File: src/design/ribpw_pkg.sv
// ----------------------------------------------------------------------------
// Raw image pixel writer package
// Shared types and constants for the image record pixel writer.
// ----------------------------------------------------------------------------
package ribpw_pkg;

    localparam int BYTE_W  = 8;
    localparam int COORD_W = 11;
    localparam int ORG_W   = 10;
    localparam int CFG_IDX_W = 2;

    typedef enum logic [2:0] {
        PH_IDLE   = 3'b001,
        PH_HEIGHT = 3'b010,
        PH_PIXELS = 3'b100
    } t_phase;

    typedef enum logic {
        CMD_PIXEL = 1'b0,
        CMD_CLEAR = 1'b1
    } t_cmd;

    localparam logic [CFG_IDX_W-1:0] REG_ORIGIN_X   = 2'd0;
    localparam logic [CFG_IDX_W-1:0] REG_ORIGIN_Y   = 2'd1;
    localparam logic [CFG_IDX_W-1:0] REG_CENTER_ENA = 2'd2;

    localparam logic [1:0] TRIPLE_RED   = 2'd0;
    localparam logic [1:0] TRIPLE_BLUE  = 2'd1;
    localparam logic [1:0] TRIPLE_GREEN = 2'd2;

    typedef struct packed {
        t_cmd               kind;
        logic [COORD_W-1:0] x;
        logic [COORD_W-1:0] y;
        logic [BYTE_W-1:0]  red;
        logic [BYTE_W-1:0]  green;
        logic [BYTE_W-1:0]  blue;
        logic               done;
    } t_result;

endpackage

File: src/design/raw_image_byte_to_pixel_writer.sv
// ----------------------------------------------------------------------------
// Raw image byte to pixel writer
// Turns the byte stream of a stored image record into pixel write commands.
// ----------------------------------------------------------------------------
// Usage: bytes of an image record arrive on the input channel (i_in_valid,
// o_in_stall), the width byte flagged by i_record_start, then the height byte,
// then colour triples in the order red, blue, green. Every third colour byte
// produces one pixel write on the output channel (o_out_valid, i_out_stall).
// In centre mode a clear-screen command is sent when the height byte arrives.
// One byte is taken per clock cycle while o_in_stall is low. The byte update
// is a single pass of counter and adder logic into the output register, or
// into the skid register while the output stalls. Together they allow one
// result to wait while the next byte is taken; o_in_stall rises only when both
// hold a result and the receiver stalls. The configuration port is always
// ready; the user must write it only while idle, which the block does not
// enforce. Reset clears the channel valids, the record state and the
// configuration registers; the block is then idle and waits for a record start.
// ----------------------------------------------------------------------------
module raw_image_byte_to_pixel_writer #(
    parameter int SCREEN_W = 320,
    parameter int SCREEN_H = 240
) (
    input  logic                           i_clk,
    input  logic                           i_rst_n,
    input  logic                           i_in_valid,
    output logic                           o_in_stall,
    input  logic [ribpw_pkg::BYTE_W-1:0]   i_data_byte,
    input  logic                           i_record_start,
    output logic                           o_out_valid,
    input  logic                           i_out_stall,
    output logic                           o_command_kind,
    output logic [ribpw_pkg::COORD_W-1:0]  o_pixel_x,
    output logic [ribpw_pkg::COORD_W-1:0]  o_pixel_y,
    output logic [ribpw_pkg::BYTE_W-1:0]   o_red,
    output logic [ribpw_pkg::BYTE_W-1:0]   o_green,
    output logic [ribpw_pkg::BYTE_W-1:0]   o_blue,
    output logic                           o_image_done,
    input  logic                           i_cfg_valid,
    output logic                           o_cfg_ready,
    input  logic [ribpw_pkg::CFG_IDX_W-1:0] i_cfg_index,
    input  logic [ribpw_pkg::ORG_W-1:0]    i_cfg_data
);
    import ribpw_pkg::*;

    localparam logic [COORD_W-1:0] SCR_W = COORD_W'(SCREEN_W);
    localparam logic [COORD_W-1:0] SCR_H = COORD_W'(SCREEN_H);

    logic [ORG_W-1:0]   r_origin_x;
    logic [ORG_W-1:0]   r_origin_y;
    logic               r_center;

    t_phase             r_phase, n_phase;
    logic [BYTE_W-1:0]  r_width, n_width;
    logic [BYTE_W-1:0]  r_height, n_height;
    logic [1:0]         r_triple, n_triple;
    logic [BYTE_W-1:0]  r_held_red, n_held_red;
    logic [BYTE_W-1:0]  r_held_blue, n_held_blue;
    logic [BYTE_W-1:0]  r_column, n_column;
    logic [BYTE_W-1:0]  r_row, n_row;
    logic [COORD_W-1:0] r_base_x, n_base_x;
    logic [COORD_W-1:0] r_base_y, n_base_y;

    logic               r_out_valid;
    t_result            r_out;
    logic               r_skid_valid;
    t_result            r_skid;

    logic               in_fire;
    logic               out_free;
    logic               res_valid;
    t_result            res;
    logic [BYTE_W-1:0]  col_inc;
    logic [BYTE_W-1:0]  row_inc;
    logic [COORD_W-1:0] cen_x;
    logic [COORD_W-1:0] cen_y;

    assign in_fire     = i_in_valid && !r_skid_valid;
    assign out_free    = !r_out_valid || !i_out_stall;
    assign o_in_stall  = r_skid_valid;
    assign o_cfg_ready = 1'b1;

    assign col_inc = r_column + 1'b1;
    assign row_inc = r_row + 1'b1;
    assign cen_x = ({3'b000, r_width} >= SCR_W) ? '0
                 : COORD_W'((SCR_W - {3'b000, r_width}) >> 1);
    assign cen_y = ({3'b000, i_data_byte} >= SCR_H) ? '0
                 : COORD_W'((SCR_H - {3'b000, i_data_byte}) >> 1);

    always_comb begin
        n_phase     = r_phase;
        n_width     = r_width;
        n_height    = r_height;
        n_triple    = r_triple;
        n_held_red  = r_held_red;
        n_held_blue = r_held_blue;
        n_column    = r_column;
        n_row       = r_row;
        n_base_x    = r_base_x;
        n_base_y    = r_base_y;
        res_valid   = 1'b0;
        res         = '0;
        res.kind    = CMD_PIXEL;
        if (in_fire) begin
            if (i_record_start) begin
                n_width  = i_data_byte;
                n_triple = TRIPLE_RED;
                n_column = '0;
                n_row    = '0;
                n_phase  = PH_HEIGHT;
            end else begin
                case (r_phase)
                    PH_HEIGHT: begin
                        n_height = i_data_byte;
                        n_triple = TRIPLE_RED;
                        n_column = '0;
                        n_row    = '0;
                        if (r_center) begin
                            n_base_x  = cen_x;
                            n_base_y  = cen_y;
                            res_valid = 1'b1;
                            res.kind  = CMD_CLEAR;
                        end else begin
                            n_base_x = {1'b0, r_origin_x};
                            n_base_y = {1'b0, r_origin_y};
                        end
                        if (r_width == '0 || i_data_byte == '0) begin
                            n_phase = PH_IDLE;
                        end else begin
                            n_phase = PH_PIXELS;
                        end
                    end
                    PH_PIXELS: begin
                        case (r_triple)
                            TRIPLE_RED: begin
                                n_held_red = i_data_byte;
                                n_triple   = TRIPLE_BLUE;
                            end
                            TRIPLE_BLUE: begin
                                n_held_blue = i_data_byte;
                                n_triple    = TRIPLE_GREEN;
                            end
                            default: begin
                                n_triple  = TRIPLE_RED;
                                res_valid = 1'b1;
                                res.x     = r_base_x + {3'b000, r_column};
                                res.y     = r_base_y + {3'b000, r_row};
                                res.red   = r_held_red;
                                res.green = i_data_byte;
                                res.blue  = r_held_blue;
                                if (col_inc >= r_width) begin
                                    n_column = '0;
                                    n_row    = row_inc;
                                    if (row_inc >= r_height) begin
                                        res.done = 1'b1;
                                        n_phase  = PH_IDLE;
                                    end
                                end else begin
                                    n_column = col_inc;
                                end
                            end
                        endcase
                    end
                    default: begin
                        n_phase = PH_IDLE;
                    end
                endcase
            end
        end
    end

    always_ff @(posedge i_clk) begin
        if (!i_rst_n) begin
            r_origin_x <= '0;
            r_origin_y <= '0;
            r_center   <= 1'b0;
        end else if (i_cfg_valid) begin
            case (i_cfg_index)
                REG_ORIGIN_X:   r_origin_x <= i_cfg_data;
                REG_ORIGIN_Y:   r_origin_y <= i_cfg_data;
                REG_CENTER_ENA: r_center   <= i_cfg_data[0];
                default:        ;
            endcase
        end
    end

    always_ff @(posedge i_clk) begin
        if (!i_rst_n) begin
            r_phase     <= PH_IDLE;
            r_triple    <= TRIPLE_RED;
            r_width     <= '0;
            r_height    <= '0;
            r_held_red  <= '0;
            r_held_blue <= '0;
            r_column    <= '0;
            r_row       <= '0;
            r_base_x    <= '0;
            r_base_y    <= '0;
        end else begin
            r_phase     <= n_phase;
            r_triple    <= n_triple;
            r_width     <= n_width;
            r_height    <= n_height;
            r_held_red  <= n_held_red;
            r_held_blue <= n_held_blue;
            r_column    <= n_column;
            r_row       <= n_row;
            r_base_x    <= n_base_x;
            r_base_y    <= n_base_y;
        end
    end

    always_ff @(posedge i_clk) begin
        if (!i_rst_n) begin
            r_out_valid  <= 1'b0;
            r_skid_valid <= 1'b0;
        end else if (out_free) begin
            if (r_skid_valid) begin
                r_out_valid  <= 1'b1;
                r_skid_valid <= 1'b0;
            end else begin
                r_out_valid <= res_valid;
            end
        end else if (res_valid) begin
            r_skid_valid <= 1'b1;
        end
    end

    always_ff @(posedge i_clk) begin
        if (out_free) begin
            r_out <= r_skid_valid ? r_skid : res;
        end else if (res_valid) begin
            r_skid <= res;
        end
    end

    assign o_out_valid    = r_out_valid;
    assign o_command_kind = r_out.kind;
    assign o_pixel_x      = r_out.x;
    assign o_pixel_y      = r_out.y;
    assign o_red          = r_out.red;
    assign o_green        = r_out.green;
    assign o_blue         = r_out.blue;
    assign o_image_done   = r_out.done;

endmodule

File: config.mk
export PLATFORM = sky130hd
export DESIGN_NAME = raw_image_byte_to_pixel_writer
export DESIGN_NICKNAME = d
export VERILOG_FILES = /design/src/design/ribpw_pkg.sv /design/src/design/raw_image_byte_to_pixel_writer.sv
export SDC_FILE = /design/constraint.sdc
export NUM_CORES = 1
export LEC_CHECK = 0
export ABC_CLOCK_PERIOD_IN_PS = 10450
export BUFFER_PORTS_ARGS = -buffer_cell sky130_fd_sc_hd__buf_2
export CAP_MARGIN = 20
export CORE_MARGIN = 8
export CORE_UTILIZATION = 43
export DETAILED_ROUTE_END_ITERATION = 8
export HOLD_SLACK_MARGIN = 0.05
export SYNTH_ARGS = -nofsm -noshare
export SYNTH_HDL_FRONTEND = slang
export SYNTH_SLANG_ARGS = --single-unit
File: constraint.sdc
create_clock -name i_clk -period 10.45 [get_ports i_clk]
set_clock_uncertainty 0.2 [all_clocks]
set_input_delay 1.045 -clock i_clk [delete_from_list [all_inputs] [get_ports i_clk]]
set_output_delay 1.045 -clock i_clk [all_outputs]
set_load 0.01 [all_outputs]
# Word-level counts from Yosys, hierarchy flattened

Index checks and enable logic that the tools add are counted.

Add/sub/neg operators: 6
Order comparisons: 3
Equal/unequal tests: 8
Mux-type cells: 34
Bitwise gates (word level): 3
Reduce and logical (&&, ||, !) cells: 25

Operators with widths:

| kind                 | count |
|---|---|
| $mux 48              | 3 |
| $mux 47              | 2 |
| $mux 8               | 6 |
| $pmux 8 s2           | 2 |
| $mux 10              | 3 |
| $add 11x8->11        | 2 |
| $add 8x1->8 const B  | 2 |
| $ge 8x8->1           | 2 |
| $logic_not 8->1      | 2 |
| $reduce_and 4->1     | 4 |
| $mux 3               | 5 |
| $reduce_and 2->1     | 6 |
| $sub 9x8->10 const A | 1 |
| $ne 3x3->1 const B   | 3 |
| $sub 8x8->9 const A  | 1 |
| $ge 8x8->1 const B   | 1 |
| $mux 1               | 8 |
| $pmux 2 s2           | 2 |
| $pmux 3 s2           | 1 |
| $reduce_and 3->1     | 2 |
| $eq 2x1->1 const B   | 2 |
| $logic_not 2->1      | 2 |
| $reduce_or 2->1      | 2 |
| $eq 3x2->1 const B   | 1 |
| 9 further kinds      | 14 |

Bits in registers: 194
Input bits: 26
Output and inout bits: 51
Logic and storage cells: 108

# Depth between registers and ports, before layout

Word-level depth: 9
Depth in mapped cells: 11
Mapped depth without buffers: 11

# Worst setup path before layout

No wires, ideal clock.

Kind: input -> register
Start point: input i_out_stall
End point: register r_skid[0] (netlist name) (enable)
Setup time: 455 ps
Data arrival time: 4303 ps
Data required time: 9795 ps
Slack: 5492 ps
Cell stages on the path: 2
Path buffers: 0
Cell sequence: nand2_1 nor2_1

Word-level cells in the longest chain between the ends: 4

Ends and longest elaborated chain:

| element                           | RTL line                              | text |
|---|---|---|
| start: declaration                | raw_image_byte_to_pixel_writer.sv:30  | `input logic i_out_stall,` |
| $logic_not 1->1                   | raw_image_byte_to_pixel_writer.sv:78  | `assign out_free = !r_out_valid \|\| !i_out_stall;` |
| $logic_or 1x1->1                  | raw_image_byte_to_pixel_writer.sv:78  |  |
| $not 1->1 (no source line)        | n/a                                   |  |
| $reduce_and 2->1 (no source line) | n/a                                   |  |
| end signal: assignment            | raw_image_byte_to_pixel_writer.sv:232 | `r_skid <= res;` |
| end: declaration                  | raw_image_byte_to_pixel_writer.sv:66  | `t_result r_skid;` |

Every way passes these cells.
A chain may end at the register's enable or synchronous reset.

# Worst setup path in the final report

Start point: register r_skid_valid, in the netlist o_in_stall
End point: register r_skid[19] (netlist name) (enable)

Word-level cells in the longest chain between the ends: 4

Ends and longest elaborated chain:

| element                           | RTL line                              | text |
|---|---|---|
| start: declaration                | raw_image_byte_to_pixel_writer.sv:65  | `logic r_skid_valid;` |
| start signal: assignment          | raw_image_byte_to_pixel_writer.sv:215 | `r_skid_valid <= 1'b0;` |
| start signal: assignment          | raw_image_byte_to_pixel_writer.sv:219 | `r_skid_valid <= 1'b0;` |
| start signal: assignment          | raw_image_byte_to_pixel_writer.sv:224 | `r_skid_valid <= 1'b1;` |
| $logic_not 1->1                   | raw_image_byte_to_pixel_writer.sv:77  | `assign in_fire = i_in_valid && !r_skid_valid;` |
| $logic_and 1x1->1                 | raw_image_byte_to_pixel_writer.sv:77  |  |
| $mux 1                            | raw_image_byte_to_pixel_writer.sv:103 | `if (in_fire) begin` |
| $reduce_and 2->1 (no source line) | n/a                                   |  |

Every way passes these cells.

==> run summary <==
The worst IR drop on VDD came out at around 0.00010 V. In the synthesized netlist, mux cells make up 5.85% of the area. The synthesized netlist occupies a cell area of 0.00906 sq mm.

From bottom edge to top edge, the die measures approximately 160 um. The slew at the pin closest to its max-slew limit came out at 1090 ps. The signed area change from the synthesized netlist to the final layout is 13.0%. In the synthesized netlist the dominant register cell turns out to be edfxtp_1.

The standard cell core area is about 0.021 sq mm. Timing would allow up to 0.280 GHz. The type of the worst min-delay path is flop to flop. The total setup buffers inserted after CTS came out at 0. The most common cell after layout, fill and taps aside is edfxtp_1. The number of instances on the worst hold path is 2. The number of cells upsized or downsized after cts is 0. Summed over its instances, the top area cell type makes up 31.8% of the synthesized netlist area. The number of clock buffers inserted by TritonCTS is 17.

The kind of critical path is flop to flop. The clock share of power is 43.4%. After detailed routing, the average wire length per cell comes to approximately 17 um. The number of buffer and inverter instances along the worst setup path came out at 2. The net switching share of the total power came out at 23.4%.

The number of antenna violations at the first check in global routing is 1. In the finished design, the share of the clock period the worst path needs comes to 34.2%. The number of standard cells in the final layout excluding fillers came out at 1168. The required time of the critical path came out at 10340 ps.

The placed wire-length estimate after detailed placement is 13600 um. The sequential cell area fraction in the yosys report is 53.0%. The aggregate global routing overflow came out at 0. The clock tree synthesis step divided the H-tree into 4 levels. The library cell occupying the most area in the post-synthesis netlist is edfxtp_1. The number of instances in the synthesized netlist is 822. The number of sinks driven by the clock tree came out at 192. The post-detailed-route count of antenna-violating nets is 0. Setup repair after global routing left no endpoint under its margin. The count of warnings emitted by yosys is 0. The cell-internal power is 1150 uW.

In the synthesized netlist the async set-or-reset flop fraction comes to 0%. The top-level port count came out at 77. The slowest library cell on the worst path is or4_1. The synthesized-area fraction occupied by xor and xnor cells is 2.90%. The clock tree buffer depth came out at 2. The relative contribution of combinational cells to total power is under 10%. The top cell types in the final layout, fill and taps aside, are edfxtp_1 (96), dfxtp_1 (95), buf_2 (74). The cell total after placement came out at 1135. On the critical path the largest part of the delay comes from simple AND/OR/NAND/NOR gates.

The first detailed-routing pass took 5 iterations. After routing, the total negative slack on setup checks comes to 0 ps. After synthesis, the netlist uses 64 different library cells. The post-layout minimum cycle time came out at 3580 ps.

The leakage component of the power is 0.00474 uW. The logic depth of the worst register-to-register path came out at 7. The root buffer selected by CTS is clkbuf_16. The global-route usage over all layers came out at 15.1%.

The normalized max-slew margin came out at 27.0%. The arrival time at the worst endpoint is 3470 ps. The worst stage delay on the critical path is 810 ps. After Yosys synthesis, and, or, nand and nor cells account for 15.5% of the synthesized area. The post-route DRC violation count is 0.

The net count of the mapped netlist is approximately 890. The portion of total power attributed to sequential cells is 52.7%. The pin count of the biggest net entering global routing came out at a little over 100. The count of routing violations after the opening detailed-route iteration is 337. In this run the core area contains 53 standard-cell rows. The mean post-synth cell area came out at 11.0 sq um. The total via count after detailed routing is 6074. The horizontal die dimension is about 160 um. The number of nets at the end of the flow came out at 943. The final-report setup violation count is 0. The area enclosed by the die boundary is 0.0260 sq mm.

Counting buffers and inverters, the worst setup path is 7 cells deep. The count of buffers inserted at the top-level ports came out at 75. The maximum fanout along the worst path is between 50 and 60. The synthesized netlist devotes 13.9% of its cell area to compound gates. TritonCTS built the clock tree. In this run, synthesis produced a sequential element count of 192.

The max-slew violation total from the final report is 0. The flow ran to the end, and the final reports show no timing, DRC or antenna violations. The clock transition time at the flip-flop clock pins of the worst setup and hold paths came out at 70 ps.

The wire length of the first global-routing pass came out at 31600 um. The combinational family with the most area after synthesis is simple AND/OR/NAND/NOR gates. The final weighted congestion in routability-driven placement is between 0.8 and 0.9. The starting density of the core came out at 43.5%. The power density of the placed cells is 147 mW/mm^2. The power dissipated by switching net loads is 353 uW. The critical path goes through buf_4, nand2b_1, or4_1, nor2_4, nor2_1, nor2_4, buf_4. The max-capacitance violation count is 0.

The count of endpoints failing hold in the final timing report is 0. The synthesized netlist devotes 5.41% of its cell area to adder and majority cells. The wire length reported by the detailed router is 19300 um.

The via count of the first global-routing pass is 5908. The via count normalized by instance count came out at 5.20. By area the synthesized netlist is led by edfxtp_1 (32%), dfxtp_1 (21%), mux2i_1 (5.9%). STA classifies the critical path endpoint as a flop. The count of hold buffers inserted by post-cts repair came out at 0.

The source-to-sink clock delay at the later pin of the worst-skew pair is 430 ps. The worst setup path is launched from a flop. The share of final-layout standard cells stronger than drive strength 1 is ~15%. The number of flops mapped to enable cells by yosys came out at 96.
path summary, 6_finish.rpt:
path                from           to  slack [ps]
max           o_in_stall   r_skid[19]        6870
min          r_height[4]  r_height[4]         270
max reg2reg   o_in_stall   r_skid[19]        6870
min reg2reg  r_height[4]  r_height[4]         270
per-stage QoR:
step | power (uW) | area, sq um | util (%) | hold slack, ps | worst slack [ps]
5_1_grt | 1560 | 10200 | 49.2 | 293 | 6630
2_1_floorplan | 850 | 9060 | - | 238 | 5490
6_report | 1510 | 10200 | 49.2 | 267 | 6870
3_3_place_gp | 869 | 9650 | 46.3 | 257 | 6590
4_1_cts | 1520 | 10200 | 49.2 | 270 | 6860
3_5_place_dp | 870 | 9650 | 46.3 | 261 | 6520
power groups by stage:
stage,combinational [uW],sequential [uW],clock [uW]
global route,64.7,795,701
global placement,58.4,811,0
floorplan,42.4,808,0
finish,58.5,794,655
CTS,58.8,794,672
detailed placement,58.5,811,0
logic make-up (layout without fill, tap and decap cells):
group / Yosys count / count (layout)
muxes: 53 / 53
other: 1 / 2
xor gates and xnor gates: 30 / 30
DFF: 192 / 192
buffers and inverters: 69 / 139
AOI/OAI and AO/OA: 176 / 176
adders and majority gates: 38 / 38
and+or+nand+nor: 263 / 263
metal layers:
layer	vias to the layer above	GRT usage, %	routed length (um)
met1	2918	20.1	9500
met4	0	3.91	108
met5	-	0	0
met2	103	24.7	9050
li1	3046	-	-
met3	7	3.18	678
sequential cells by signal, indices dropped and copies added (netlist names):
name	count
r_origin_x	10
r_origin_y	10
r_base_x	10
r_center	1
r_width	8
r_triple	2
r_height	8
r_column	8
o_green	8
o_pixel_x	11
r_base_y	10
o_out_valid	1
r_row	8
r_skid	48
o_blue	8
o_red	8
o_in_stall	1
r_held_red	8
o_image_done	1
o_command_kind	1
r_phase	3
o_pixel_y	11
r_held_blue	8
cell usage after synthesis (5+ instances only):
cell      count
o211a_1      14
nor2_1       39
a21oi_1      27
clkbuf_1     29
edfxtp_1     96
mux2i_1      53
nand2_1      68
nor2b_1      54
inv_1        25
buf_2         5
a21boi_0     17
o21ai_0      28
nand3_1      20
xnor2_1      17
a21o_1       54
and2_1       27
xor2_1       13
nor3b_1       6
dfxtp_1      96
nor3_1        7
ha_1         36
nand2b_1     11
cell type report:
| cell class | count | area [sq um] |
|---|---|---|
| repair buffers | 82 | 430 |
| inverters | 25 | 93.8 |
| well taps | 275 | 344 |
| clock buffers | 17 | 425 |
| flip-flops and latches | 192 | 4810 |
| diodes | 1 | 2.50 |
| multi-input cells | 561 | 3970 |
| fillers | 1931 | 10600 |
| clock inverters | 15 | 170 |
worst reg2reg max path, cell delays in order, from the launching register on:
cell,delay (ps)
dfxtp_2,310
buf_4,300
nand2b_1,290
or4_1,810
nor2_4,240
nor2_1,90
nor2_4,540
buf_4,450
(Power assumes the default switching activity.)
